### config.mk
export PLATFORM = sky130hd
export DESIGN_NAME = dual_down_counter_timer
export DESIGN_NICKNAME = d
export VERILOG_FILES = /design/src/design/ddct_pkg.sv /design/src/design/ddct_timer.sv /design/src/design/dual_down_counter_timer.sv
export SDC_FILE = /design/constraint.sdc
export NUM_CORES = 1
export LEC_CHECK = 0
export BUFFER_PORTS_ARGS = -buffer_cell sky130_fd_sc_hd__buf_4
export CAP_MARGIN = 5
export CORE_UTILIZATION = 55
export DETAILED_ROUTE_END_ITERATION = 8
export GPL_ROUTABILITY_DRIVEN = 0
export GPL_TIMING_DRIVEN = 0
export PLACE_DENSITY = 0.73
export SLEW_MARGIN = 20
export SYNTH_ARGS = -nofsm -noshare
export SYNTH_HDL_FRONTEND = slang
export SYNTH_SLANG_ARGS = --single-unit
### constraint.sdc
create_clock -name clk_i -period 11.4 [get_ports clk_i]
set_input_delay 0.57 -clock clk_i [delete_from_list [all_inputs] [get_ports clk_i]]
set_output_delay 0.57 -clock clk_i [all_outputs]
set_load 0.005 [all_outputs]
### src/design/ddct_pkg.sv
// ----------------------------------------------------------------------------
// ddct_pkg: shared types and constants of the dual down-counter timer
// Command codes, register map, control bit positions and the structs that
// travel between the top level and the timer slices.
// ----------------------------------------------------------------------------
package ddct_pkg;

  localparam int unsigned DATA_W   = 32;
  localparam int unsigned CTL_W    = 8;
  localparam int unsigned PRE_W    = 7;
  localparam int unsigned PEXP_W   = 3;
  localparam int unsigned ADDR_W   = 4;
  localparam int unsigned IN_TDATA_W  = 40;
  localparam int unsigned OUT_TDATA_W = 40;
  localparam int unsigned IN_TUSER_W  = 2;

  typedef enum logic [1:0] {
    CMD_READ  = 2'd0,
    CMD_WRITE = 2'd1,
    CMD_TICK  = 2'd2
  } cmd_e;

  // Register words.
  localparam logic [ADDR_W-1:0] REG_ENABLE = 4'd0;
  localparam logic [ADDR_W-1:0] REG_STATUS = 4'd1;

  // Word offsets inside one timer's block of four words.
  localparam logic [1:0] SUB_CTL = 2'd0;
  localparam logic [1:0] SUB_IVL = 2'd1;
  localparam logic [1:0] SUB_CNT = 2'd2;

  // Control word bit positions.
  localparam int unsigned CTL_EN      = 0;
  localparam int unsigned CTL_LOAD    = 1;
  localparam int unsigned CTL_SRC_LO  = 2;
  localparam int unsigned CTL_PRE_LO  = 4;
  localparam int unsigned CTL_ONESHOT = 7;

  // Clock source select codes.
  localparam logic [1:0] SRC_SLOW = 2'd0;
  localparam logic [1:0] SRC_FAST = 2'd1;

  typedef struct packed {
    logic              tick;
    logic              fast;
    logic              slow;
    logic              wr_ctl;
    logic              wr_ivl;
    logic              wr_cnt;
    logic [DATA_W-1:0] wdata;
  } timer_op_t;

  typedef struct packed {
    logic [CTL_W-1:0] ctl;
    logic             expire;
  } timer_stat_t;

endpackage

### src/design/ddct_timer.sv
// ----------------------------------------------------------------------------
// ddct_timer: one reload down counter with prescaler
// Holds control, interval, current count and prescale count of a single
// timer and applies one bus write or one tick per cycle.
// ----------------------------------------------------------------------------
module ddct_timer #(
  parameter int unsigned COUNT_WIDTH = 32
) (
  input  logic                     clk_i,
  input  logic                     rst_ni,
  input  ddct_pkg::timer_op_t      op_i,
  output ddct_pkg::timer_stat_t    stat_o,
  output logic [COUNT_WIDTH-1:0]   ivl_o,
  output logic [COUNT_WIDTH-1:0]   cnt_o
);
  import ddct_pkg::*;

  logic [CTL_W-1:0]       ctl_q, ctl_d;
  logic [COUNT_WIDTH-1:0] ivl_q, ivl_d;
  logic [COUNT_WIDTH-1:0] cnt_q, cnt_d;
  logic [PRE_W-1:0]       pre_q, pre_d;
  logic                   edge_sel;
  logic [PRE_W:0]         top_full;
  logic [PRE_W-1:0]       top;
  logic [COUNT_WIDTH-1:0] cnt_dec;
  logic                   expire;

  always_comb begin
    unique case (ctl_q[CTL_SRC_LO +: 2])
      SRC_SLOW: edge_sel = op_i.slow;
      SRC_FAST: edge_sel = op_i.fast;
      default:  edge_sel = 1'b0;
    endcase
  end

  assign top_full = ((PRE_W + 1)'(1) << ctl_q[CTL_PRE_LO +: PEXP_W]) - (PRE_W + 1)'(1);
  assign top      = top_full[PRE_W-1:0];
  assign cnt_dec  = (cnt_q != '0) ? cnt_q - COUNT_WIDTH'(1) : cnt_q;

  always_comb begin
    ctl_d  = ctl_q;
    ivl_d  = ivl_q;
    cnt_d  = cnt_q;
    pre_d  = pre_q;
    expire = 1'b0;
    if (op_i.tick) begin
      if (ctl_q[CTL_EN] && edge_sel) begin
        if (pre_q >= top) begin
          pre_d = '0;
          cnt_d = cnt_dec;
          if (cnt_dec == '0) begin
            expire = 1'b1;
            if (ctl_q[CTL_ONESHOT]) begin
              ctl_d[CTL_EN] = 1'b0;
            end else begin
              cnt_d = ivl_q;
            end
          end
        end else begin
          pre_d = pre_q + PRE_W'(1);
        end
      end
    end else if (op_i.wr_ctl) begin
      ctl_d           = op_i.wdata[CTL_W-1:0];
      ctl_d[CTL_LOAD] = 1'b0;
      if (op_i.wdata[CTL_LOAD]) begin
        cnt_d = ivl_q;
        pre_d = '0;
      end
    end else if (op_i.wr_ivl) begin
      ivl_d = op_i.wdata[COUNT_WIDTH-1:0];
    end else if (op_i.wr_cnt) begin
      cnt_d = op_i.wdata[COUNT_WIDTH-1:0];
    end
  end

  always_ff @(posedge clk_i or negedge rst_ni) begin
    if (!rst_ni) begin
      ctl_q <= '0;
      ivl_q <= '0;
      cnt_q <= '0;
      pre_q <= '0;
    end else begin
      ctl_q <= ctl_d;
      ivl_q <= ivl_d;
      cnt_q <= cnt_d;
      pre_q <= pre_d;
    end
  end

  assign stat_o.ctl    = ctl_q;
  assign stat_o.expire = expire;
  assign ivl_o         = ivl_q;
  assign cnt_o         = cnt_q;

endmodule

### src/design/dual_down_counter_timer.sv
// ----------------------------------------------------------------------------
// dual_down_counter_timer: two reload down counters behind word registers
// Streaming front end, interrupt enable and status registers, read mux and
// result register around a row of timer slices.
// ----------------------------------------------------------------------------
// The block takes one beat per clock cycle while the consumer does not stall,
// and gives one result beat for each: a bus read, a bus write or a clock
// tick that carries edges of the fast and slow source clocks. A beat
// accepted at one edge sits in the input register, is applied to the
// timers and registers once the result register is free or being taken,
// and its result then stands in the output register; only the decrement,
// compare and select logic lies between those two registers. While the
// result register is held by a stalled consumer, one further beat is
// buffered in the input register before s_axis_tready_o drops. The
// interrupt line in each result is the OR of status AND enable, taken
// after the beat has been applied.
// ----------------------------------------------------------------------------
module dual_down_counter_timer #(
  parameter int unsigned NUM_TIMERS  = 2,
  parameter int unsigned COUNT_WIDTH = 32
) (
  input  logic                                 clk_i,
  input  logic                                 rst_ni,
  input  logic                                 s_axis_tvalid_i,
  output logic                                 s_axis_tready_o,
  // tdata: [3:0] word_addr, [35:4] write_data, [36] fast_edge,
  //        [37] slow_edge, [39:38] zero
  input  logic [ddct_pkg::IN_TDATA_W-1:0]      s_axis_tdata_i,
  // tuser: [1:0] cmd
  input  logic [ddct_pkg::IN_TUSER_W-1:0]      s_axis_tuser_i,
  output logic                                 m_axis_tvalid_o,
  input  logic                                 m_axis_tready_i,
  // tdata: [31:0] read_data, [32] irq_line, [39:33] zero
  output logic [ddct_pkg::OUT_TDATA_W-1:0]     m_axis_tdata_o
);
  import ddct_pkg::*;

  // Input register, loaded whenever it is empty or being drained.
  logic              in_valid_q;
  cmd_e              in_cmd_q;
  logic [ADDR_W-1:0] in_addr_q;
  logic [DATA_W-1:0] in_wdata_q;
  logic              in_fast_q;
  logic              in_slow_q;

  // Result register.
  logic              out_valid_q;
  logic [DATA_W-1:0] out_rdata_q;
  logic              out_irq_q;

  // Interrupt enable and write-1-to-clear status.
  logic [NUM_TIMERS-1:0] ena_q, ena_d;
  logic [NUM_TIMERS-1:0] pend_q, pend_d;

  logic                   process;
  logic                   is_read;
  logic                   is_write;
  logic                   is_tick;
  logic [DATA_W-1:0]      rdata;
  logic [NUM_TIMERS-1:0]  expire;
  logic [NUM_TIMERS-1:0]  hit;

  timer_op_t              op     [NUM_TIMERS];
  timer_stat_t            stat   [NUM_TIMERS];
  logic [COUNT_WIDTH-1:0] ivl_w  [NUM_TIMERS];
  logic [COUNT_WIDTH-1:0] cnt_w  [NUM_TIMERS];

  // A beat is worked on when the result register is free or being taken.
  assign process         = in_valid_q && (!out_valid_q || m_axis_tready_i);
  assign s_axis_tready_o = !in_valid_q || process;

  always_ff @(posedge clk_i or negedge rst_ni) begin
    if (!rst_ni) begin
      in_valid_q <= 1'b0;
    end else if (s_axis_tready_o) begin
      in_valid_q <= s_axis_tvalid_i;
    end
  end

  always_ff @(posedge clk_i) begin
    if (s_axis_tready_o && s_axis_tvalid_i) begin
      in_cmd_q   <= cmd_e'(s_axis_tuser_i[1:0]);
      in_addr_q  <= s_axis_tdata_i[3:0];
      in_wdata_q <= s_axis_tdata_i[35:4];
      in_fast_q  <= s_axis_tdata_i[36];
      in_slow_q  <= s_axis_tdata_i[37];
    end
  end

  always_comb begin
    is_read  = 1'b0;
    is_write = 1'b0;
    is_tick  = 1'b0;
    unique case (in_cmd_q)
      CMD_READ:  is_read  = process;
      CMD_WRITE: is_write = process;
      CMD_TICK:  is_tick  = process;
      default: ;
    endcase
  end

  // Timer t owns words 4(t+1) to 4(t+1)+3.
  generate
    for (genvar t = 0; t < NUM_TIMERS; t++) begin : g_timer
      assign hit[t]       = (in_addr_q[3:2] == 2'(t + 1));
      assign op[t].tick   = is_tick;
      assign op[t].fast   = in_fast_q;
      assign op[t].slow   = in_slow_q;
      assign op[t].wr_ctl = is_write && hit[t] && (in_addr_q[1:0] == SUB_CTL);
      assign op[t].wr_ivl = is_write && hit[t] && (in_addr_q[1:0] == SUB_IVL);
      assign op[t].wr_cnt = is_write && hit[t] && (in_addr_q[1:0] == SUB_CNT);
      assign op[t].wdata  = in_wdata_q;

      ddct_timer #(
        .COUNT_WIDTH (COUNT_WIDTH)
      ) u_timer (
        .clk_i  (clk_i),
        .rst_ni (rst_ni),
        .op_i   (op[t]),
        .stat_o (stat[t]),
        .ivl_o  (ivl_w[t]),
        .cnt_o  (cnt_w[t])
      );

      assign expire[t] = stat[t].expire;
    end
  endgenerate

  // Enable and status updates; expiries arrive only on ticks, clears only
  // on writes, so the two never meet in one cycle.
  always_comb begin
    ena_d  = ena_q;
    pend_d = pend_q | expire;
    if (is_write && (in_addr_q == REG_ENABLE)) begin
      ena_d = in_wdata_q[NUM_TIMERS-1:0];
    end
    if (is_write && (in_addr_q == REG_STATUS)) begin
      pend_d = pend_q & ~in_wdata_q[NUM_TIMERS-1:0];
    end
  end

  always_ff @(posedge clk_i or negedge rst_ni) begin
    if (!rst_ni) begin
      ena_q  <= '0;
      pend_q <= '0;
    end else begin
      ena_q  <= ena_d;
      pend_q <= pend_d;
    end
  end

  // Read mux over the register words; unused words read as zero.
  always_comb begin
    rdata = '0;
    if (in_addr_q == REG_ENABLE) begin
      rdata = DATA_W'(ena_q);
    end else if (in_addr_q == REG_STATUS) begin
      rdata = DATA_W'(pend_q);
    end else begin
      for (int t = 0; t < NUM_TIMERS; t++) begin
        if (hit[t]) begin
          unique case (in_addr_q[1:0])
            SUB_CTL: rdata = DATA_W'(stat[t].ctl);
            SUB_IVL: rdata = DATA_W'(ivl_w[t]);
            SUB_CNT: rdata = DATA_W'(cnt_w[t]);
            default: rdata = '0;
          endcase
        end
      end
    end
  end

  always_ff @(posedge clk_i or negedge rst_ni) begin
    if (!rst_ni) begin
      out_valid_q <= 1'b0;
    end else if (process) begin
      out_valid_q <= 1'b1;
    end else if (m_axis_tready_i) begin
      out_valid_q <= 1'b0;
    end
  end

  always_ff @(posedge clk_i) begin
    if (process) begin
      out_rdata_q <= is_read ? rdata : '0;
      out_irq_q   <= |(pend_d & ena_d);
    end
  end

  assign m_axis_tvalid_o = out_valid_q;
  assign m_axis_tdata_o  = {7'd0, out_irq_q, out_rdata_q};

`ifndef SYNTHESIS
  // A waiting result always reflects the interrupt state it left behind.
  assert property (@(posedge clk_i) disable iff (!rst_ni)
    out_valid_q |-> (out_irq_q == (|(pend_q & ena_q))))
    else $error("irq_line in result register disagrees with status and enable");

  // A timer expires only while a tick beat is being applied.
  assert property (@(posedge clk_i) disable iff (!rst_ni)
    (|expire) |-> (process && (in_cmd_q == CMD_TICK)))
    else $error("timer expiry outside a tick beat");

  // Status bits are raised only by expiries.
  assert property (@(posedge clk_i) disable iff (!rst_ni)
    (|(pend_d & ~pend_q)) |-> (|expire))
    else $error("status bit set without an expiry");

  // The input register is never overwritten while holding an unworked beat.
  assert property (@(posedge clk_i) disable iff (!rst_ni)
    (in_valid_q && !process) |=> (in_valid_q && $stable(in_addr_q)
      && $stable(in_wdata_q)))
    else $error("buffered beat lost while the result register was stalled");
`endif

endmodule
==> results.md, run 1 <==
Pwr:
- Summed over all cells, the static leakage comes to 6.347 nW.
- The maximum vdd ir drop is 125.3 uV.
- The total power divided by cell area is 170.7 nW/um^2.

STA:
- The worst max-slew margin expressed relative to the limit is 28.64%.
- The number of failing hold endpoints at the final stage is 0.
- The final critical-path share of the clock period is 43.70%.
- Setup violations remaining at the end of the flow were counted as 0.
- Setup repair after global routing left no endpoint under its margin.
- The worst clock skew is 0.01492 ns.
- Final hold analysis gives a worst-case slack of 0.01906 ns.
- In the final timing run, aggregate negative setup slack is 0 ns.
- Derived from the worst setup path, the maximum achievable clock frequency is 200.7 MHz.
- The number of slew-limit violations in the final report is 0.
- At the pin with the least slew margin, the transition time is 1.066 ns.
- Counting I/O delays and the setup requirement, the final critical path takes 4.981 ns.

Floorplan:
- For this configuration, the core starts out at a cell density of 56.03%.
- The floorplan step defined a die boundary enclosing 25,410 um^2.
- The core area is 24,320 um^2.
- The die span in x is 159.4 um.
- The floorplan step set the die height to 159.4 um.
- In this run the count of I/O pins placed on the die edge is 88.
- The row count is 57.

GRT:
- The via count of the first global-routing pass is 11,770.
- The global-route usage over all layers is 35.13%.
- The initial antenna violation count is 0.
- The first global-routing pass estimated 68.80 mm of wire.
- Entering global routing, the biggest net connects 83 pins.
- The final global-route overflow total is 0.

CTS:
- TritonCTS built the clock tree.
- Buffers added to address setup during post-CTS repair amount to 0.
- The clock drives 235 sinks.
- The clock tree buffer depth is 3.
- The worst-skew pair later-pin latency is 0.56 ns.
- Clock-pin slew was measured on the worst setup and hold paths at 0.07 ns.
- For this design, the CTS-stage hold fixing added 0 buffers.
- The CTS buffer count is 27.
- CTS built an H-tree with a depth of 1.
- The clock root buffer master is clkbuf_16.
- The number of cells upsized or downsized after cts is 0.

Worst setup path:
- The worst setup path is captured at a flop.
- Traced cell by cell, the critical path runs through clkbuf_1 -> or4_1 -> or4_1 -> clkbuf_1 -> o2111ai_1 -> a21bo_2 -> nor4_1 -> nand4_1 -> nand2_1 -> clkbuf_1 -> buf_2 -> nand2_1 -> a31oi_1.
- The slowest library cell on the worst path is clkbuf_1.
- For the worst flop-to-flop path, the logic depth is 13.
- The critical path crosses 13 cells after its start point.
- On the critical path the largest part of the delay comes from simple AND/OR/NAND/NOR gates.
- In this run the worst path has a maximum fanout of 10.
- The critical path class is flop to flop.
- The critical register-to-register path startpoint is g_timer[0].u_timer.cnt_o[26]$_DFFE_PN0P_.
- Together, buffers and inverters on the worst path number 4.
- The launch point of the critical path is g_timer[0].u_timer.cnt_o[26]$_DFFE_PN0P_.
- The worst path arrival time is 5.45 ns.
- In this design, the critical path's most frequently occurring cell is clkbuf_1.
- The longest individual stage delay on the worst path is 0.65 ns.
- The required time at the endpoint of the critical path is 11.87 ns.
- The worst setup path is launched from a flop.

Placement:
- The HPWL after detailed placement is 32.57 mm.
- Buffers placed on the I/O ports in this run total 78.

Routing:
- The remaining routing DRC violations is 0.
- After the first detailed-routing iteration, the DRC count stood at 1,639.
- The per-cell via count in the routed design is 6.826.
- The routed layout has 12,720 vias.
- The first-pass iteration count of the detailed router is 6.
- The detail route stage leaves a number of antenna-violating nets equal to 0.
- Summed over all layers, the routed wires come to 44.94 mm.
- The final routed wire length divided by cell count is 24.12 um.

Final layout:
- In the layout the commonest cells are 162 x dfrtp_1, 116 x nand2_1, 116 x nor2_1.
- After the last flow step, the layout net total stands at 1,586.
- The fraction of layout cells with a size suffix above 1 is 15.59%.
- The most common cell after layout, fill and taps aside is dfrtp_1.
- 0 antenna diodes ended up in the layout.
- The layout filler cell count is 2,009.
- The layout overhead on the synthesized area is 14.65%.

Synth:
- The synthesized design spends more area on one cell type than any other, namely dfrtp_1.
- The netlist uses 75 different library cells.
- Sequential cells were found to cover 45.84% of the synthesized design area.
- For this run, asynchronously set or reset flops after synthesis account for 68.94%.
- The post-synthesis instance area is 13,630 um^2.
- The count of flip-flops with a built-in enable after synthesis is 73.
- The share of the synthesized area in the top cell type is 29.75%.
- The flip-flop cell with the highest count after synthesis is dfrtp_1.
- The total of warnings raised by yosys is 0.
- Synthesis inferred 235 register bits.
- Counting every instance in the synthesized netlist gives 1,403.
- The post-synthesis average cell area is 9.712 um^2.
- By area the synthesized netlist is led by dfrtp_1 30%, edfxtp_1 16%, mux2_2 6.1%.

Worst hold path:
- The worst hold path class is input port to asynchronous set/reset pin.

Job:
- The max-capacitance violation count is 0.

Run status:
- The flow ran to the end, and the final reports show no timing, DRC or antenna violations.
-- final timing paths --
| check | slack [ns] | endpoint |
|---|---|---|
| max | 6.42 | g_timer[0].u_timer.cnt_o[19]$_DFFE_PN0P_ |
| min | 0.02 | g_timer[0].u_timer.ivl_o[1]$_DFFE_PN0P_ |
| max reg2reg | 6.42 | g_timer[0].u_timer.cnt_o[19]$_DFFE_PN0P_ |
| min reg2reg | 0.50 | g_timer[1].u_timer.pre_q[6]$_DFFE_PN0P_ |
| max in group asynchronous | 10.52 | g_timer[0].u_timer.ivl_o[20]$_DFFE_PN0P_ |
| min in group clk_i | 0.19 | in_wdata_q[13]$_DFFE_PP_ |
-- cells by family after synthesis --
group           count (synthesis)  share of synthesized area, %
mux                            91                         7.365
compound gates                383                         19.64
flops                         235                         45.84
buf+inv                       136                         4.196
xor+xnor                       26                         1.671
simple gates                  509                         19.24
other cells                     1                       0.02752
fa+ha+maj                      22                         2.020
-- worst reg2reg max path, cell delays in order, from the launching register on --
cell and delay [ns]:
dfrtp_1 0.35, clkbuf_1 0.17, or4_1 0.60, or4_1 0.52
clkbuf_1 0.22, o2111ai_1 0.44, a21bo_2 0.31, nor4_1 0.37
nand4_1 0.27, nand2_1 0.31, clkbuf_1 0.65, buf_2 0.40
nand2_1 0.09, a31oi_1 0.19
-- synthesized netlist by cell type, drive strengths merged (37+ instances only) --
master	instances
dfrtp	162
a22oi	60
nor2	116
nand2	116
and2	38
mux2	74
o22ai	40
a21oi	63
o21ai	56
nand3	37
edfxtp	73
nor3	44
clkbuf	87
-- registers in the layout, indices dropped and copies added (netlist names), 2 cells and up --
register and cells:
g_timer.u_timer.ctl_q 14, in_cmd_q 2, in_addr_q 4, in_wdata_q 32, pend_q 2, g_timer.u_timer.cnt_o 64, g_timer.u_timer.ivl_o 64, out_rdata_q 32
ena_q 2, g_timer.u_timer.pre_q 14
-- per-layer routing --
metal,global-route usage [%],routed length [um]
met5,0,0
met4,15.30,2156
met3,9.039,5706
met2,53.59,19910
met1,47.45,17170
-- where the power goes --
group	total (mW)	switching, mW	leakage (nW)	internal [mW]
Clock	0.892	0.362	0.443	0.529
Sequential	1.13	0.141	2.82	0.991
Combinational	0.643	0.387	3.08	0.256
-- metrics by stage --
step	total power [mW]	setup WS [ns]	area (um^2)	instances	utilization [%]
after floorplan	1.534	7.367	13650	1409	-
after global placement	1.738	6.598	14640	1811	60.19
after detailed placement	1.757	6.538	14700	1813	60.45
after CTS	2.642	6.489	15610	1863	64.18
after global routing	2.768	6.175	15620	1863	64.23
final	2.667	6.419	15620	1863	64.23
-- area by class of cell --
class	count	area [um^2]	area share [%]
Clock inverter	15	162.7	1.041
Clock buffer	35	745.7	4.774
Inverter	20	75.07	0.4806
Sequential cell	235	6246	39.98
Buffer	116	496.7	3.180
Tap cell	324	405.4	2.595
Multi-Input combinational cell	1038	6849	43.84
Timing Repair Buffer	80	640.6	4.101
Power figures use the tool's default switching activity.
==> inputs of run 2 (changes only) <==
--- a/config.mk
+++ b/config.mk
@@ -5,13 +5,14 @@
 export SDC_FILE = /design/constraint.sdc
 export NUM_CORES = 1
 export LEC_CHECK = 0
+export ABC_AREA = 1
 export BUFFER_PORTS_ARGS = -buffer_cell sky130_fd_sc_hd__buf_4
 export CAP_MARGIN = 5
 export CORE_UTILIZATION = 55
 export DETAILED_ROUTE_END_ITERATION = 8
 export GPL_ROUTABILITY_DRIVEN = 0
 export GPL_TIMING_DRIVEN = 0
-export PLACE_DENSITY = 0.73
+export PLACE_DENSITY = 0.76
 export SLEW_MARGIN = 20
 export SYNTH_ARGS = -nofsm -noshare
 export SYNTH_HDL_FRONTEND = slang
==> constraint.sdc (replaced) <==
create_clock -name clk_i -period 4.4 [get_ports clk_i]
set_input_delay 0.22 -clock clk_i [delete_from_list [all_inputs] [get_ports clk_i]]
set_output_delay 0.22 -clock clk_i [all_outputs]
set_load 0.005 [all_outputs]
==> results.md, run 2 <==
Synth:
- The post-synthesis average cell area is 7.113 um^2 (-27%).
- The multiplexer share of the synthesized area is 0% (-7.4 points).
- The fraction of the mapped netlist area in simple logic gates is 32.61% (+13 points).
- The most common cell in the synthesized netlist is nand2_1.
- The part of the Yosys area used for sequential elements came to 37.93% (-7.9 points).
- The area share of xor/xnor cells in the synthesized design is 1.330% (-0.34 points).
- The count of flip-flops with a built-in enable after synthesis was 73 (unchanged).
- The post-synthesis cell type with the largest combined area is dfrtp_1.
- After synthesis, the largest family of logic cells by area is simple AND/OR/NAND/NOR gates.
- Counting instances in the post-synthesis netlist gives the leading cell types as 701 x nand2_1, 285 x inv_1, 239 x nor2_1, 183 x o21ai_0, 162 x dfrtp_1.
- The post-synthesis instance area is 16,470 um^2 (+21%).
- The total of warnings raised by yosys was 0 (unchanged).
- In the synthesized netlist the dominant register cell turns out to be dfrtp_1.
- The share of the synthesized area in compound gates (AO/OA/AOI/OAI) is 15.97% (-3.7 points).
- The fraction of registers with async set or reset after synthesis was 68.94% (unchanged).
- The count of mapped cells out of synthesis is 2,315 (+65%).
- Ranked by total cell area, the synthesized netlist is headed by dfrtp_1 25%, nand2_1 16%, edfxtp_1 13%.
- The number of distinct library cells after synthesis is 47 (-37%).
- The share of synthesized cell area in full adder, half adder and majority cells is 1.672% (-0.35 points).
- The number of register bits inferred by synthesis came to 235 (unchanged).
- The share of the synthesized area in the top cell type is 24.62% (-5.1 points).

Floorplan:
- The die footprint is 30,630 um^2 (+21%).
- The core area was 29,090 um^2 (+20%).
- The die outline height was 175.0 um (+9.8%).
- The row count is 62 (+8.8%).
- The die span in x is 175.0 um (+9.8%).
- The initial core utilization came to 56.60% (+0.57 points).
- The number of top-level pins is 88 (unchanged).

GRT:
- The most used routing layer in global routing is met2.
- The met2 track demand over resource came to 57.57% (+4.0 points).
- The global-route usage over all layers is 36.77% (+1.6 points).
- The final global-route overflow total was 0 (unchanged).
- The met1 routing resource usage after global routing is 49.75% (+2.3 points).
- The initial antenna violation count was 1 (+1).
- The met3 usage is 5.483% (-3.6 points).
- The via count of the first global-routing pass was 16,290 (+38%).
- The pin count of the biggest net entering global routing is 65 (-22%).
- The first-pass GRT wire length was 87.65 mm (+27%).

Job:
- The max-capacitance violation count came to 0 (unchanged).

Worst setup path:
- The critical path class is flop to flop.
- Among all stages on the critical path, the largest delay is contributed by clkbuf_1.
- In this design, the critical path's most frequently occurring cell is nand2_1.
- The required time at the endpoint of the critical path was 4.83 ns (-7.04 ns).
- The longest individual stage delay on the worst path is 0.51 ns (-0.14 ns).
- The highest net fanout along the worst path is 10 (unchanged).
- The nature of the critical path startpoint is a flop.
- The signal on the critical path passes through clkinv_1 -> nand2_1 -> ha_1 -> o21ai_0 -> o21ai_0 -> o211ai_1 -> ha_1 -> a21oi_1 -> o21a_1 -> o211ai_1 -> nor2_1 -> a21oi_1 -> nand2_1 -> clkbuf_1 -> nand2_1 -> inv_1 -> a21oi_2.
- The worst setup path is captured at a flop.
- The worst path arrival time is 4.41 ns (-1.04 ns).

CTS:
- The tree is rooted in a clkbuf_16.
- The clock tree buffer depth was 3 (unchanged).
- The number of cells upsized or downsized after cts is 0 (unchanged).
- The worst-skew pair later-pin latency is 0.56 ns (about the same).
- The clock tree from TritonCTS is yes.
- The depth of the CTS H-tree is 1 (unchanged).
- The clock input transition at the sequential cells of the worst setup and hold paths is 0.06 ns (about the same).
- The TritonCTS sink count came to 235 (unchanged).
- The CTS buffer count is 27 (unchanged).

Final layout:
- The library cell used most frequently in the layout, excluding fill and tap cells, is nand2_1.
- The antenna diode count was 0 (unchanged).
- The library cells used most frequently in the layout, excluding fill and tap cells, are 701 x nand2_1, 283 x inv_1, 239 x nor2_1.
- The layout overhead on the synthesized area is 15.39%.
- The layout filler cell count came to 2,461 (+22%).
- The sequential cell area is 6246 um^2 (unchanged).
- The multi-input logic area was 8519 um^2 (+24%).
- The number of nets in the final layout is 2,543 (+60%).
- The fraction of layout cells with a size suffix above 1 was 14.82% (-0.77 points).

STA:
- The final critical-path share of the clock period came to 90.38% (+47 points).
- The actual transition at the worst max-transition pin is 0.8047 ns (-0.2617 ns).
- The number of slew-limit violations in the final report is 0 (unchanged).
- The setup TNS after final layout was 0 ns (unchanged).
- The achievable frequency is 251.5 MHz (+25%).
- The final worst-path setup slack is 0.4232 ns (-5.995 ns).
- The number of failing hold endpoints at the final stage was 0 (unchanged).
- The clock period minus worst slack was 3.977 ns (-1.005 ns).
- The worst clock skew is 0.01604 ns (+0.001119 ns).
- The final-report setup violation count came to 0 (unchanged).
- Setup repair after global routing left no endpoint under its margin.
- The worst max-slew margin expressed relative to the limit is 46.27% (+18 points).

Placement:
- The number of buffers inserted by port buffering is 78 (unchanged).
- The sum of net half-perimeters after detailed placement was 42.20 mm (+30%).
- The worst setup slack before clock tree synthesis is 0.6120 ns (-5.926 ns).

Routing:
- The post-detailed-route count of antenna-violating nets is 0 (unchanged).
- The detailed-route via count is 17,200 (+35%).
- The per-cell via count in the routed design is 5.972 (-13%).
- The iteration-0 DRC count of the detailed router is 2,418 (+48%).
- The remaining routing DRC violations was 0 (unchanged).
- The detailed-route wire length is 55.70 mm (+24%).
- The final routed wire length divided by cell count was 19.34 um (-20%).
- The first-pass iteration count of the detailed router is 8 (+2).

Pwr:
- The static leakage came to 8.488 nW (+34%).
- The maximum vdd ir drop is 359.5 uV (+190%).
- The total power divided by cell area is 479.9 nW/um^2 (+180%).

Run status:
- The flow ran to the end, and the final reports show no timing, DRC or antenna violations.

Worst hold path:
- The worst hold path belongs to the class input port to asynchronous set/reset pin.
-- run 2: per-layer routing --
layer | wire length (um) | part of all wire (%)
met2 | 24730 | 44
met4 | 3095 | 5.6
met1 | 22180 | 40
met5 | 0 | 0
met3 | 5698 | 10
-- run 2: through the flow --
step,utilization (%),total power [mW],instance area (um^2),instances,hold WS (ns)
2_1_floorplan,-,5.459,16490,2321,-0.07559
3_3_place_gp,60.34,6.491,17550,2783,0.3978
3_5_place_dp,60.65,6.604,17640,2786,0.1348
4_1_cts,65.31,8.993,19000,2880,0.1384
5_1_grt,65.31,9.600,19000,2880,0.1665
6_report,65.31,9.117,19000,2880,0.1375
-- run 2: path summary, 6_finish.rpt --
path	start	to	slack, ns	depth (start not counted)
setup / recovery	g_timer[1].u_timer.ctl_q[6]$_DFFE_PN0P_	g_timer[1].u_timer.cnt_o[14]$_DFFE_PN0P_	0.42	17
hold / removal	rst_ni	g_timer[0].u_timer.pre_q[4]$_DFFE_PN0P_	0.14	2
setup reg to reg	g_timer[1].u_timer.ctl_q[6]$_DFFE_PN0P_	g_timer[1].u_timer.cnt_o[14]$_DFFE_PN0P_	0.42	17
hold reg to reg	g_timer[1].u_timer.ivl_o[1]$_DFFE_PN0P_	g_timer[1].u_timer.ivl_o[1]$_DFFE_PN0P_	0.50	2
max in group asynchronous	rst_ni	g_timer[1].u_timer.cnt_o[20]$_DFFE_PN0P_	3.25	4
min in group clk_i	s_axis_tdata_i[31]	in_wdata_q[27]$_DFFE_PP_	0.38	2
-- run 2: area by class of cell --
type / count / area share (%)
Clock buffer: 28 / 3.629
Tap cell: 384 / 2.529
Inverter: 298 / 5.901
Buffer: 107 / 3.168
Sequential cell: 235 / 32.87
Multi-Input combinational cell: 1681 / 44.84
Clock inverter: 22 / 1.185
Timing Repair Buffer: 125 / 5.874
-- run 2: where the power goes --
group / internal, mW / switching (mW)
logic: 1.06 / 2.45
registers: 2.74 / 0.507
clock network: 1.33 / 1.03
-- run 2: timing repair --
action                    CTS  global route
setup buffers               0             0
hold endpoints to repair  144             0
hold buffers               44             0
-- run 2: critical path, delay by kind of cell, from the launching register on --
kind,cells,cell delay [ns]
flip-flops,1,0.42
buffers and inverters,3,0.86
adder cells (fa/ha/maj),2,0.53
AO/OA/AOI/OAI,8,1.00
AND/OR/NAND/NOR,4,1.03
-- run 2: logic make-up (layout without fill, tap and decap cells) --
logic type      after synthesis  after routing
flops                       235            235
buf+inv                     405            580
xor+xnor                     25             25
other cells                   1              7
compound gates              441            441
fa+ha+maj                    22             22
simple gates               1186           1186
